### config.mk
export PLATFORM = sky130hd
export DESIGN_NAME = bbf_core
export DESIGN_NICKNAME = d
export VERILOG_FILES = /design/src/sv/bbf_pkg.sv /design/src/sv/bbf_core.sv
export SDC_FILE = /design/constraint.sdc
export NUM_CORES = 1
export LEC_CHECK = 0
export BUFFER_PORTS_ARGS = -buffer_cell sky130_fd_sc_hd__buf_2
export CORE_AREA = 10 10 161 163
export DETAILED_ROUTE_END_ITERATION = 7
export DIE_AREA = 0 0 171 173
export PLACE_DENSITY = 0.77
export SYNTH_ARGS = -nofsm -noshare
export SYNTH_HDL_FRONTEND = slang
export SYNTH_SLANG_ARGS = --single-unit
### constraint.sdc
create_clock -name clk -period 7.6 [get_ports clk]
set_input_delay 0.38 -clock clk [delete_from_list [all_inputs] [get_ports clk]]
set_output_delay 0.38 -clock clk [all_outputs]
set_load 0.01 [all_outputs]
### src/sv/bbf_pkg.sv
// ============================================================================
// bbf_pkg
// Shared types and constants for the bounded byte FIFO.
// ============================================================================
package bbf_pkg;

  localparam int CNT_W   = 11;   // counts, capacity, pop request
  localparam int OFF_W   = 10;   // peek offset
  localparam int BYTE_W  = 8;
  localparam int TOT_W   = 64;
  localparam int OP_W    = 3;

  localparam logic [CNT_W-1:0] CAP_RESET = 11'd1024;

  typedef enum logic [OP_W-1:0] {
    OP_PUSH    = 3'd0,
    OP_POP     = 3'd1,
    OP_CLOSE   = 3'd2,
    OP_SET_ERR = 3'd3,
    OP_PEEK    = 3'd4
  } op_t;

  // One result, minus the byte that comes from the store.
  typedef struct packed {
    logic              accepted;
    logic              peek_hit;   // read_byte comes from the store
    logic [CNT_W-1:0]  removed;
    logic [CNT_W-1:0]  buffered;
    logic [CNT_W-1:0]  room_left;
    logic [TOT_W-1:0]  total_pushed;
    logic [TOT_W-1:0]  total_popped;
    logic              closed;
    logic              error;
    logic              finished;
  } res_t;

endpackage

### src/sv/bbf_core.sv
// ============================================================================
// bbf_core
// FIFO state, capacity register and per-operation next-state/result logic.
// ============================================================================
module bbf_core #(
  parameter int DEPTH = 1024
) (
  input  logic                        clk,
  input  logic                        rst_n,
  input  logic                        cfg_we,
  input  logic [bbf_pkg::CNT_W-1:0]   cfg_wdata,
  input  logic                        take,
  input  logic [bbf_pkg::OP_W-1:0]    opcode,
  input  logic [bbf_pkg::BYTE_W-1:0]  data_byte,
  input  logic [bbf_pkg::CNT_W-1:0]   pop_count,
  input  logic [bbf_pkg::OFF_W-1:0]   peek_offset,
  output logic                        mem_we,
  output logic [$clog2(DEPTH)-1:0]    mem_waddr,
  output logic [bbf_pkg::BYTE_W-1:0]  mem_wdata,
  output logic                        mem_re,
  output logic [$clog2(DEPTH)-1:0]    mem_raddr,
  output bbf_pkg::res_t               res
);

  localparam int IDX_W = $clog2(DEPTH);
  localparam int SUM_W = ((IDX_W > bbf_pkg::CNT_W) ? IDX_W : bbf_pkg::CNT_W) + 1;
  localparam logic [16:0]      DEPTH_L = 17'(DEPTH);
  localparam logic [SUM_W-1:0] DEPTH_S = SUM_W'(DEPTH);

  logic [bbf_pkg::CNT_W-1:0]  cap_r;
  logic [IDX_W-1:0]           head_r,   head_nxt;
  logic [bbf_pkg::CNT_W-1:0]  fill_r,   fill_nxt;
  logic [bbf_pkg::TOT_W-1:0]  pushed_r, pushed_nxt;
  logic [bbf_pkg::TOT_W-1:0]  popped_r, popped_nxt;
  logic                       closed_r, closed_nxt;
  logic                       error_r,  error_nxt;

  logic [bbf_pkg::CNT_W-1:0]  lim;
  logic [bbf_pkg::CNT_W-1:0]  pop_n;
  logic [bbf_pkg::CNT_W-1:0]  off_sel;
  logic [SUM_W-1:0]           sum_raw;
  logic [SUM_W-1:0]           sum_wrap;
  logic [IDX_W-1:0]           slot;
  logic [bbf_pkg::CNT_W-1:0]  peek_off_x;
  bbf_pkg::op_t               op;

  assign op         = bbf_pkg::op_t'(opcode);
  assign peek_off_x = bbf_pkg::CNT_W'(peek_offset);
  assign lim   = ({6'd0, cap_r} > DEPTH_L) ? bbf_pkg::CNT_W'(DEPTH) : cap_r;
  assign pop_n = (pop_count < fill_r) ? pop_count : fill_r;

  // one shared ring-index adder; every offset used is at most DEPTH
  always_comb begin
    case (op)
      bbf_pkg::OP_PUSH: off_sel = fill_r;
      bbf_pkg::OP_POP:  off_sel = pop_n;
      default:          off_sel = peek_off_x;
    endcase
  end

  assign sum_raw  = SUM_W'(head_r) + SUM_W'(off_sel);
  assign sum_wrap = (sum_raw >= DEPTH_S) ? (sum_raw - DEPTH_S) : sum_raw;
  assign slot     = sum_wrap[IDX_W-1:0];

  always_comb begin
    head_nxt   = head_r;
    fill_nxt   = fill_r;
    pushed_nxt = pushed_r;
    popped_nxt = popped_r;
    closed_nxt = closed_r;
    error_nxt  = error_r;
    mem_we     = 1'b0;
    mem_re     = 1'b0;
    res.accepted = 1'b0;
    res.peek_hit = 1'b0;
    res.removed  = '0;
    case (op)
      bbf_pkg::OP_PUSH: begin
        if (fill_r < lim) begin
          mem_we       = take;
          fill_nxt     = fill_r + 1'b1;
          pushed_nxt   = pushed_r + 1'b1;
          res.accepted = 1'b1;
        end
      end
      bbf_pkg::OP_POP: begin
        head_nxt    = slot;
        fill_nxt    = fill_r - pop_n;
        popped_nxt  = popped_r + bbf_pkg::TOT_W'(pop_n);
        res.removed = pop_n;
      end
      bbf_pkg::OP_CLOSE:   closed_nxt = 1'b1;
      bbf_pkg::OP_SET_ERR: error_nxt  = 1'b1;
      bbf_pkg::OP_PEEK: begin
        if (peek_off_x < fill_r) begin
          mem_re       = take;
          res.accepted = 1'b1;
          res.peek_hit = 1'b1;
        end
      end
      default: ;
    endcase
    res.buffered     = fill_nxt;
    res.room_left    = (lim > fill_nxt) ? (lim - fill_nxt) : '0;
    res.total_pushed = pushed_nxt;
    res.total_popped = popped_nxt;
    res.closed       = closed_nxt;
    res.error        = error_nxt;
    res.finished     = closed_nxt && (fill_nxt == '0);
  end

  assign mem_waddr = slot;
  assign mem_wdata = data_byte;
  assign mem_raddr = slot;

  always_ff @(posedge clk) begin
    if (!rst_n) begin
      cap_r    <= bbf_pkg::CAP_RESET;
      head_r   <= '0;
      fill_r   <= '0;
      pushed_r <= '0;
      popped_r <= '0;
      closed_r <= 1'b0;
      error_r  <= 1'b0;
    end else begin
      if (cfg_we) begin
        cap_r <= cfg_wdata;
      end
      if (take) begin
        head_r   <= head_nxt;
        fill_r   <= fill_nxt;
        pushed_r <= pushed_nxt;
        popped_r <= popped_nxt;
        closed_r <= closed_nxt;
        error_r  <= error_nxt;
      end
    end
  end

endmodule

==> results.rst, run 1 <==
.. list-table::
   :header-rows: 1

   * - Metric
     - Value
   * - Most common cell in the synthesized netlist
     - nor2_1
   * - Clock power frac
     - 0.393
   * - Net Sw Frac
     - 0.324
   * - Warnings, synthesis
     - 0
   * - Detailed placer's ending HPWL
     - 29.9 mm
   * - Synth Area per Inst
     - 7.47 um2
   * - Clk buf depth
     - 2
   * - Number of iterations in the first detailed-routing pass
     - 6
   * - Critical Path Fanout Max
     - 14
   * - Cell row count
     - 55
   * - Endpoints failing setup
     - 0
   * - Endpoint of the worst register-to-register path
     - popped_r[44]
   * - Max Clock Skew
     - 19.4 ps
   * - Leading register cell type out of synthesis
     - dfxtp_1
   * - Type of the most critical hold path
     - in2reg
   * - Effective utilization at floorplan
     - 0.561
   * - Placed cells
     - 2,117
   * - Worst Setup End Kind
     - output port
   * - RSZ-0062 raised after global routing
     - false
   * - Flip-flop and latch count after synthesis
     - 162
   * - Register area share after synthesis
     - 0.256
   * - Fraction of final layout cells with drive strength greater than 1
     - 0.162
   * - Clock root buffer
     - clkbuf_16
   * - Routed length per placed instance
     - 18.6 um
   * - Endpoint of the worst hold path
     - cap_r[10]
   * - Horizontal die dimension
     - 171 um
   * - Net load switching power
     - 0.742 mW
   * - Portion of total power attributed to combinational logic
     - 0.226
   * - Met3 demand-to-capacity share in global routing
     - 0.0526
   * - WS Path Type
     - reg2out
   * - Worst Setup Start Kind
     - flip-flop
   * - Cells traversed along the worst timing path
     - inv_1 > ha_1 > nand4_1 > a211o_1 > a41oi_1 > buf_4 > mux2i_1 > inv_1 > ha_1 > inv_1 > fa_1 > a21oi_1 > o21ai_0 > o41ai_1 > xnor2_1 > a211oi_1 > inv_1 > ha_1 > nand3_1 > nand2_1 > a41oi_1 > a211o_1 > nor4b_1 > buf_2
   * - Register-to-Register Path Depth
     - 19
   * - Most crowded layer after global routing
     - met2
   * - Total number of clock tree sinks
     - 162
   * - CTS clk-pin slew, worst paths
     - 60 ps
   * - Global-route wire length before repair
     - 63.3 mm
   * - Run status
     - finished, final reports clean
   * - Internal power
     - 1.55 mW
   * - Proportion of synthesized flip-flops having asynchronous set or reset
     - 0
   * - Pin slew with the least headroom to its limit
     - 1230 ps
   * - Total via count after detailed routing
     - 12,762
   * - Total Wirelength
     - 39.9 mm
   * - Gp weighted congestion
     - 1.01
   * - EDFF count, synth
     - 0
   * - Final critical-path share of the clock period
     - 0.884
   * - Remaining Overflow, GRT
     - 0
   * - Leakage component of the power
     - 6.42 nW
   * - Synth area leaders
     - dfxtp_1 (26%), xor2_1 (8.3%), xnor2_1 (8.2%), nor2_1 (7.5%), ha_1 (7.1%)
   * - Global Route Usage Sum
     - 0.259
   * - TritonCTS clock tree
     - done
   * - Pwr/cell area
     - 159 mW/mm2
   * - Maximum number of pins on one net before global-route repair
     - 77
   * - Antenna Nets Post-Route
     - 0
   * - Top cell type's share of synthesized area
     - 0.256
   * - Maximum vdd ir drop
     - 0.121 mV
   * - Worst reg2reg path startpoint
     - fill_r[4]
   * - Number of antenna diodes
     - 0
   * - Count of distinct cell types in the synthesized netlist
     - 76
   * - Fin Setup TNS
     - 0 ps
   * - Layout net count
     - 1,974
   * - # resized after CTS
     - 0
   * - Clock latency reported for the late side of the worst-skew pair
     - 440 ps
   * - Highest Clock Rate
     - 149 MHz
   * - Die height
     - 173 um
   * - DRT iter0 DRCs
     - 1,394
   * - Register-to-Register Setup Slack
     - 2510 ps
   * - H-Tree Level Count
     - 4
   * - Maximum single-stage delay on the critical path
     - 530 ps
   * - CP Data Arrival Time
     - 6340 ps
   * - Core area
     - 0.0226 mm2
   * - Final count of pins violating max slew
     - 0
   * - Mapped cell area
     - 0.0127 mm2
   * - Cell with the biggest individual delay on the critical path
     - dfxtp_1
   * - GRT met2 Usage
     - 0.423
   * - Final count of hold timing violations
     - 0
   * - PortBufs
     - 226
   * - Met1 usage in global routing
     - 0.329
   * - Max-Cap Viols
     - 0
   * - Dominant cell type by count on the critical path
     - inv_1
   * - Count of buffers added by post-CTS timing repair for setup
     - 0
   * - Number of standard cells in the final layout excluding fillers
     - 2,148
   * - Top cell types by occurrence after synthesis
     - nor2_1 (253), nand2_1 (175), dfxtp_1 (162)
   * - Vias in the first global route
     - 12,143
   * - Cts hold-fix bufs
     - 0
   * - Critical Path RT
     - 7220 ps
   * - Synth Instances
     - 1,695
   * - Hold depth
     - 3
   * - Hold path startpoint
     - cfg_wdata[10]
   * - Total CTS buffers
     - 17
   * - Boundary Pins
     - 243
   * - Fill cell instance count of the final layout
     - 2,063
   * - Cell type contributing the most total cell area after synthesis
     - dfxtp_1
   * - Total die area
     - 0.0296 mm2
   * - Syn_nets
     - 1,818
   * - Post-detailed-route via-to-cell ratio
     - 5.94
   * - Growth of design area from synthesis to finish
     - 13.5%
   * - Worst slew slack as a fraction of its limit
     - 0.173
   * - DRC violations left
     - 0
   * - Clock period minus worst slack
     - 6720 ps
   * - Number of antenna violations at the first check in global routing
     - 0
   * - Sequential cell fraction of total power
     - 0.381
## metal layers
metal,up-vias,routed length (um)
met2,566,18600
met5,-,0
li1,6124,-
met3,83,3200
met4,0,1140
met1,5989,16900
## kinds of logic after synthesis
logic type	Yosys count	synth area share
and+or+nand+nor	770	0.293
DFF	162	0.256
muxes	39	0.0315
buffers and inverters	172	0.0587
xor gates and xnor gates	238	0.165
adders and majority gates	76	0.0775
AOI/OAI and AO/OA	238	0.119
## sequential cells by signal (all words and copies together), names as in the netlist
register and flops:
head_r 10, error_r 1, popped_r 64, pushed_r 64
fill_r 11, closed_r 1, cap_r 11
## critical path, delay by kind of cell (launching register included)
family | cells | cell delay (ps)
compound gates | 8 | 2250
fa+ha+maj | 4 | 1340
buf+inv | 6 | 940
simple gates | 4 | 610
flops | 1 | 530
mux | 1 | 130
xor+xnor | 1 | 110
## per-stage QoR
step | power [mW] | worst slack (ps) | instance area (um2) | hold WS (ps) | util
6_report | 2.29 | 878 | 14400 | 168 | 0.636
5_1_grt | 2.39 | 398 | 14400 | 171 | 0.636
4_1_cts | 2.29 | 936 | 14400 | 156 | 0.636
3_5_place_dp | 1.40 | 1430 | 13800 | 456 | 0.610
3_3_place_gp | 1.40 | 1660 | 13800 | 449 | 0.610
2_1_floorplan | 1.25 | 1760 | 12700 | 441 | -
## worst max-delay path by stage
stage	start	to	slack [ps]	cells after the start
3_3_place_gp	fill_r[4]	res[140]	1660	22
3_5_place_dp	fill_r[4]	res[140]	1430	24
6_report	fill_r[4]	res[140]	880	24
2_1_floorplan	fill_r[4]	res[140]	1760	24
5_1_grt	fill_r[4]	res[140]	400	24
4_1_cts	fill_r[4]	res[140]	940	24
## power groups by stage
stage / combinational, mW / clock [mW] / sequential [mW]
2_1_floorplan: 0.359 / 0 / 0.886
3_3_place_gp: 0.504 / 0 / 0.891
3_5_place_dp: 0.507 / 0 / 0.892
4_1_cts: 0.511 / 0.911 / 0.872
5_1_grt: 0.564 / 0.949 / 0.874
6_report: 0.516 / 0.899 / 0.873
## final cells by class
| class | count | area [um2] | area share |
|---|---|---|---|
| clock buffers | 17 | 425 | 0.0296 |
| clock inverters | 14 | 173 | 0.0120 |
| inverters | 70 | 265 | 0.0185 |
| multi-input cells | 1361 | 8670 | 0.604 |
| flip-flops and latches | 162 | 3240 | 0.226 |
| well taps | 285 | 357 | 0.0248 |
| repair buffers | 239 | 1230 | 0.0855 |
## cell usage in the layout, fill, tap and decap left out, drive strengths merged, types with 14 or more instances in the layout
master and instances:
or3 26, o21ai 69, nand3 80, nand2 175, nor4 18, a21oi 74
nor2b 14, nand4 54, clkbuf 17, ha 72, and2 26, inv 75
and3 42, dfxtp 162, xnor2 118, nor2 253, nor3 50, xor2 120
buf 239, mux2i 32
(Power assumes the default switching activity.)
==> inputs of run 2 (changes only) <==
--- a/config.mk
+++ b/config.mk
@@ -6,10 +6,10 @@
 export NUM_CORES = 1
 export LEC_CHECK = 0
 export BUFFER_PORTS_ARGS = -buffer_cell sky130_fd_sc_hd__buf_2
-export CORE_AREA = 10 10 161 163
+export CORE_AREA = 10 10 189 191
 export DETAILED_ROUTE_END_ITERATION = 7
-export DIE_AREA = 0 0 171 173
-export PLACE_DENSITY = 0.77
+export DIE_AREA = 0 0 199 201
+export PLACE_DENSITY = 0.63
 export SYNTH_ARGS = -nofsm -noshare
 export SYNTH_HDL_FRONTEND = slang
 export SYNTH_SLANG_ARGS = --single-unit
==> results.rst, run 2 (synthesis results as in run 1) <==
.. list-table::
   :header-rows: 1

   * - Metric
     - Value
   * - RSZ-0062 raised after global routing
     - false
   * - Internal power
     - 1.59 mW (+2.8%)
   * - Remaining Overflow, GRT
     - 0 (unchanged)
   * - Net load switching power
     - 0.738 mW (-0.55%)
   * - Number of antenna diodes
     - 0 (unchanged)
   * - Final count of hold timing violations
     - 0 (unchanged)
   * - Final critical-path share of the clock period
     - 0.906 (+0.0211)
   * - Worst Setup Start Kind
     - flip-flop
   * - Most crowded layer after global routing
     - met2
   * - Most common cell after layout, fill and taps aside
     - nor2_1
   * - Clk buf depth
     - 2 (unchanged)
   * - Global Route Usage Sum
     - 0.209 (-0.0502)
   * - Area after detailed placement
     - 0.0139 mm2 (+1.3%)
   * - Routed length per placed instance
     - 18.8 um (+1.3%)
   * - H-Tree Level Count
     - 4 (unchanged)
   * - TritonCTS clock tree
     - done
   * - Leakage component of the power
     - 6.44 nW (+0.38%)
   * - Net Sw Frac
     - 0.317 (-0.00728)
   * - Number of iterations in the first detailed-routing pass
     - 6 (unchanged)
   * - Post-detailed-route via-to-cell ratio
     - 5.50 (-7.5%)
   * - Sequential cell fraction of total power
     - 0.374 (-0.007)
   * - Boundary Pins
     - 243 (unchanged)
   * - Max-Cap Viols
     - 0 (unchanged)
   * - Effective utilization at floorplan
     - 0.395 (-0.166)
   * - Count of buffers added by post-CTS timing repair for setup
     - 0 (unchanged)
   * - Number of antenna violations at the first check in global routing
     - 0 (unchanged)
   * - Top library cells by usage in the layout, fill and taps aside
     - nor2_1 (253), buf_2 (226), nand2_1 (175)
   * - CTS clk-pin slew, worst paths
     - 70 ps (about the same)
   * - Beginning of the critical path
     - fill_r[1]
   * - Detailed placer's ending HPWL
     - 32.5 mm (+8.6%)
   * - Worst slack after detailed placement
     - 1230 ps (-199 ps)
   * - # resized after CTS
     - 0 (unchanged)
   * - Max Clock Skew
     - 13.8 ps (-5.63 ps)
   * - Register-to-Register Setup Slack
     - 2300 ps (-210 ps)
   * - Fin Setup TNS
     - 0 ps (unchanged)
   * - DRC violations left
     - 0 (unchanged)
   * - Worst Setup End Kind
     - output port
   * - GRT met2 Usage
     - 0.342 (-0.0812)
   * - Global-route wire length before repair
     - 67.1 mm (+5.9%)
   * - CP Data Arrival Time
     - 6500 ps (+160 ps)
   * - Core area
     - 0.0320 mm2 (+42%)
   * - Cts hold-fix bufs
     - 0 (unchanged)
   * - Minimum hold slack
     - 158 ps (-9.76 ps)
   * - Gp weighted congestion
     - 0.970 (-4.0%)
   * - Pwr/cell area
     - 160 mW/mm2 (+0.43%)
   * - Clock period minus worst slack
     - 6880 ps (+161 ps)
   * - Critical Path Fanout Max
     - 10 (-4)
   * - Die height
     - 201 um (+16%)
   * - Maximum vdd ir drop
     - 0.155 mV (+28%)
   * - Portion of total power attributed to combinational logic
     - 0.225 (about the same)
   * - Final count of pins violating max slew
     - 0 (unchanged)
   * - Met3 demand-to-capacity share in global routing
     - 0.0392 (-0.0134)
   * - Pin slew with the least headroom to its limit
     - 1120 ps (-116 ps)
   * - Vias in the first global route
     - 11,977 (-1.4%)
   * - Clock power frac
     - 0.401 (+0.008)
   * - Highest Clock Rate
     - 145 MHz (-2.3%)
   * - Total number of clock tree sinks
     - 162 (unchanged)
   * - Type of the most critical hold path
     - in2reg
   * - Total CTS buffers
     - 17 (unchanged)
   * - Worst Setup EP
     - res[140]
   * - Cell row count
     - 66 (+20%)
   * - Clock latency reported for the late side of the worst-skew pair
     - 450 ps (about the same)
   * - Total Wirelength
     - 42.8 mm (+7.3%)
   * - Setup slack after layout
     - 718 ps (-161 ps)
   * - Run status
     - finished, final reports clean
   * - Growth of design area from synthesis to finish
     - 15.0%
   * - Non-Filler Cell Area, Final
     - 0.0146 mm2 (+1.3%)
   * - Endpoint of the worst register-to-register path
     - popped_r[42]
   * - Worst slew slack as a fraction of its limit
     - 0.253 (+0.0804)
   * - PortBufs
     - 226 (unchanged)
   * - Registers with the most flip-flops
     - popped_r (64), pushed_r (64)
   * - DRT iter0 DRCs
     - 844 (-39%)
   * - Met1 usage in global routing
     - 0.268 (-0.0608)
   * - Fraction of final layout cells with drive strength greater than 1
     - 0.163 (+0.000811)
   * - Clock root buffer
     - clkbuf_16
   * - Horizontal die dimension
     - 199 um (+16%)
   * - Share of the core filled with cells in the final layout
     - 0.454 (-0.182)
   * - Critical Path RT
     - 7220 ps (about the same)
   * - Endpoints failing setup
     - 0 (unchanged)
   * - Layout net count
     - 1,977 (+0.15%)
   * - Worst reg2reg path startpoint
     - fill_r[1]
   * - Register-to-Register Path Depth
     - 18 (-1)
   * - Maximum number of pins on one net before global-route repair
     - 75 (-2.6%)
   * - Total die area
     - 0.0400 mm2 (+35%)
   * - WS Path Type
     - reg2out
   * - Total via count after detailed routing
     - 12,503 (-2.0%)
   * - Antenna Nets Post-Route
     - 0 (unchanged)
run 2: changes by cell type in the layout (fill, tap and decap cells not counted), sizes merged:
cell,change
buf,+3
inv,-4
bufinv,+1
clkinvlp,-1
clkbuf,+3
clkinv,+1
run 2: how the worst min path moves through the flow:
stage,start,to,slack [ps],cells after the start
2_1_floorplan,head_r[0],head_r[0],440,2
3_3_place_gp,head_r[6],head_r[6],450,2
3_5_place_dp,head_r[5],head_r[5],450,2
4_1_cts,cfg_wdata[10],cap_r[10],140,3
5_1_grt,cfg_wdata[10],cap_r[10],150,3
6_report,cfg_wdata[10],cap_r[10],160,3
run 2: worst max-delay path: stages (launching register included):
cell and delay (ps):
dfxtp_1 540, inv_1 150, ha_1 290, o21ai_0 90
a211o_1 280, a41oi_1 600, mux2i_1 230, inv_1 150
ha_1 170, inv_1 50, fa_1 400, a21oi_1 230
o21ai_0 180, o41ai_1 430, xnor2_1 110, a211oi_1 460
inv_1 90, ha_1 430, nand3_1 110, nand2_1 80
a41oi_1 60, a211o_1 430, nor4b_1 310, buf_2 180
run 2: power groups by stage:
stage / clock network (mW) / registers, mW / logic [mW]
final: 0.934 / 0.871 / 0.524
after global routing: 0.985 / 0.872 / 0.572
after CTS: 0.949 / 0.870 / 0.523
after detailed placement: 0 / 0.890 / 0.520
after global placement: 0 / 0.889 / 0.518
after floorplan: 0 / 0.886 / 0.359
run 2: metal layers:
layer | up-vias | share of wire
met5 | - | 0
met4 | 0 | 0.028
met3 | 64 | 0.056
met2 | 348 | 0.47
met1 | 5959 | 0.45
li1 | 6132 | -
run 2: through the flow:
step / power (mW) / instances
after global placement: 1.41 / 2243
after CTS: 2.34 / 2274
after floorplan: 1.25 / 1695
after detailed placement: 1.41 / 2243
after global routing: 2.43 / 2274
final: 2.33 / 2274
run 2: cell type report:
| type | count | area (um2) |
|---|---|---|
| clock buffer | 20 | 457 |
| clock inverter | 11 | 153 |
| fill | 3307 | 17500 |
| inverter | 70 | 265 |
| multi-input combinational | 1361 | 8670 |
| sequential | 162 | 3240 |
| tap | 408 | 510 |
| timing repair buffer | 242 | 1250 |
==> inputs of run 3 (changes only) <==
--- a/config.mk
+++ b/config.mk
@@ -10,6 +10,7 @@
 export DETAILED_ROUTE_END_ITERATION = 7
 export DIE_AREA = 0 0 199 201
 export PLACE_DENSITY = 0.63
+export RECOVER_POWER = 100
 export SYNTH_ARGS = -nofsm -noshare
 export SYNTH_HDL_FRONTEND = slang
 export SYNTH_SLANG_ARGS = --single-unit
==> results.rst, run 3 (synthesis results as in run 1) <==
.. list-table::
   :header-rows: 1

   * - Metric
     - Value
   * - Leakage component of the power
     - 5.67 nW (-12%)
   * - Total Wirelength
     - 42.9 mm (+0.22%)
   * - Maximum number of pins on one net before global-route repair
     - 75 (unchanged)
   * - Clk buf depth
     - 2 (unchanged)
   * - Endpoints failing setup
     - 0 (unchanged)
   * - DRT met1 WL
     - 19.2 mm (+0.86%)
   * - Remaining Overflow, GRT
     - 0 (unchanged)
   * - Fin Setup TNS
     - 0 ps (unchanged)
   * - Type of the most critical hold path
     - in2reg
   * - RSZ-0062 raised after global routing
     - false
   * - Number of iterations in the first detailed-routing pass
     - 6 (unchanged)
   * - Routed wl met3
     - 2.33 mm (-2.6%)
   * - Minimum hold slack
     - 158 ps (-0.460 ps)
   * - Critical Path Fanout Max
     - 10 (unchanged)
   * - Max-Cap Viols
     - 6 (+6)
   * - Boundary Pins
     - 243 (unchanged)
   * - Fill cell instance count of the final layout
     - 3,386 (+2.4%)
   * - Portion of total power attributed to combinational logic
     - 0.220 (-0.005)
   * - Layout net count
     - 1,977 (unchanged)
   * - Final count of pins violating max slew
     - 252 (+252)
   * - DRC violations left
     - 0 (unchanged)
   * - Fraction of final layout cells with drive strength greater than 1
     - 0.0589 (-0.104)
   * - Pin slew with the least headroom to its limit
     - 3160 ps (+2040 ps)
   * - Total Power
     - 2.31 mW (-0.90%)
   * - Net Sw Frac
     - 0.318 (+0.000822)
   * - Number of antenna violations at the first check in global routing
     - 0 (unchanged)
   * - Final count of hold timing violations
     - 0 (unchanged)
   * - Maximum vdd ir drop
     - 0.155 mV (-0.17%)
   * - CTS clk-pin slew, worst paths
     - 70 ps (about the same)
   * - Violations in the final reports
     - capacitance limit, slew limit
   * - Clock period minus worst slack
     - 6970 ps (+85.3 ps)
   * - Share of the core filled with cells in the final layout
     - 0.446 (-0.00867)
   * - Clock power frac
     - 0.403 (+0.002)
   * - Worst slack after detailed placement
     - 1230 ps (unchanged)
   * - Area after detailed placement
     - 0.0139 mm2 (unchanged)
   * - TritonCTS clock tree
     - done
   * - Total via count after detailed routing
     - 12,532 (+0.23%)
   * - Cts hold-fix bufs
     - 0 (unchanged)
   * - Worst slew slack as a fraction of its limit
     - -1.10 (-1.36)
   * - Total CTS buffers
     - 17 (unchanged)
   * - Placed cells
     - 2,243 (unchanged)
   * - Clock root buffer
     - clkbuf_16
   * - Net load switching power
     - 0.733 mW (-0.64%)
   * - Number of antenna diodes
     - 0 (unchanged)
   * - Highest Clock Rate
     - 144 MHz (-1.2%)
   * - Routed length per placed instance
     - 18.8 um (+0.22%)
   * - Global-route wire length before repair
     - 67.1 mm (unchanged)
   * - Global Route Usage Sum
     - 0.209 (unchanged)
   * - Top library cells by usage in the layout, fill and taps aside
     - nor2_1 (253), clkbuf_1 (183), nand2_1 (175)
   * - # resized after CTS
     - 0 (unchanged)
   * - Setup slack after layout
     - 632 ps (-85.3 ps)
   * - Run status
     - complete, but fails checks
   * - Pwr/cell area
     - 162 mW/mm2 (+1.0%)
   * - Effective utilization at floorplan
     - 0.395 (unchanged)
   * - Cell row count
     - 66 (unchanged)
   * - Most common cell after layout, fill and taps aside
     - nor2_1
   * - Sequential cell fraction of total power
     - 0.377 (+0.003)
   * - DRT iter0 DRCs
     - 832 (-1.4%)
   * - Non-Filler Cell Area, Final
     - 0.0143 mm2 (-1.9%)
   * - Post-detailed-route via-to-cell ratio
     - 5.51 (+0.23%)
   * - Antenna Nets Post-Route
     - 0 (unchanged)
   * - Internal power
     - 1.57 mW (-1.0%)
   * - Clock latency reported for the late side of the worst-skew pair
     - 450 ps (about the same)
   * - Vias in the first global route
     - 11,977 (unchanged)
   * - H-Tree Level Count
     - 4 (unchanged)
   * - Core area
     - 0.0320 mm2 (unchanged)
   * - Die height
     - 201 um (unchanged)
   * - PortBufs
     - 226 (unchanged)
   * - CP Data Arrival Time
     - 6590 ps (+90 ps)
   * - Total number of clock tree sinks
     - 162 (unchanged)
   * - Number of standard cells in the final layout excluding fillers
     - 2,274 (unchanged)
   * - Final critical-path share of the clock period
     - 0.917 (+0.0112)
   * - Max Clock Skew
     - 13.0 ps (-0.776 ps)
   * - WS Path Type
     - reg2out
   * - Met2 Routed Length
     - 20.1 mm (-0.31%)
   * - Worst Setup Start Kind
     - flip-flop
   * - Detailed placer's ending HPWL
     - 32.5 mm (unchanged)
   * - Count of buffers added by post-CTS timing repair for setup
     - 0 (unchanged)
   * - Growth of design area from synthesis to finish
     - 12.8%
   * - Registers with the most flip-flops
     - popped_r (64), pushed_r (64)
   * - Top routing layer in use
     - met4
   * - Worst Setup End Kind
     - output port
   * - Critical Path RT
     - 7220 ps (about the same)
   * - Total die area
     - 0.0400 mm2 (unchanged)
   * - Gp weighted congestion
     - 0.970 (unchanged)
   * - Horizontal die dimension
     - 199 um (unchanged)
## run 3: worst max-delay path: stages (launching register included)
cell and delay [ps]:
dfxtp_1 530, inv_1 150, ha_1 290, o21ai_0 90
a211o_1 280, a41oi_1 590, clkbuf_1 440, mux2_1 420
inv_1 100, ha_1 270, o21ai_0 100, o21ai_0 160
o41ai_1 430, xnor2_1 110, a211oi_1 470, inv_1 90
ha_1 420, nand3_1 110, nand2_1 70, a41oi_1 60
a211o_1 430, nor4b_1 330, clkbuf_1 190
## run 3: power groups by stage
stage	Combinational (mW)	Clock [mW]	Sequential (mW)
CTS	0.523	0.949	0.870
finish	0.507	0.930	0.871
global placement	0.518	0	0.889
detailed placement	0.520	0	0.890
floorplan	0.359	0	0.886
global route	0.555	0.985	0.872
## run 3: routing by layer
metal	track usage	up-vias
met1	0.268	5943
met2	0.342	382
li1	-	6139
met5	0	-
met3	0.0392	68
met4	0.0741	0
## run 3: final timing paths
check,start,end,slack [ps],depth (start not counted)
max reg2reg,fill_r[1],popped_r[57],1480,18
max,fill_r[1],res[140],630,22
min,cfg_wdata[10],cap_r[10],160,3
min reg2reg,head_r[5],head_r[5],460,2
## run 3: final cells by class
class	instances	area (um2)	share of cell area
clock inverter	11	153	0.0107
inverter	70	264	0.0185
sequential	162	3240	0.227
multi-input combinational	1361	8650	0.606
tap	408	510	0.0358
timing repair buffer	242	1000	0.0703
clock buffer	20	457	0.0320
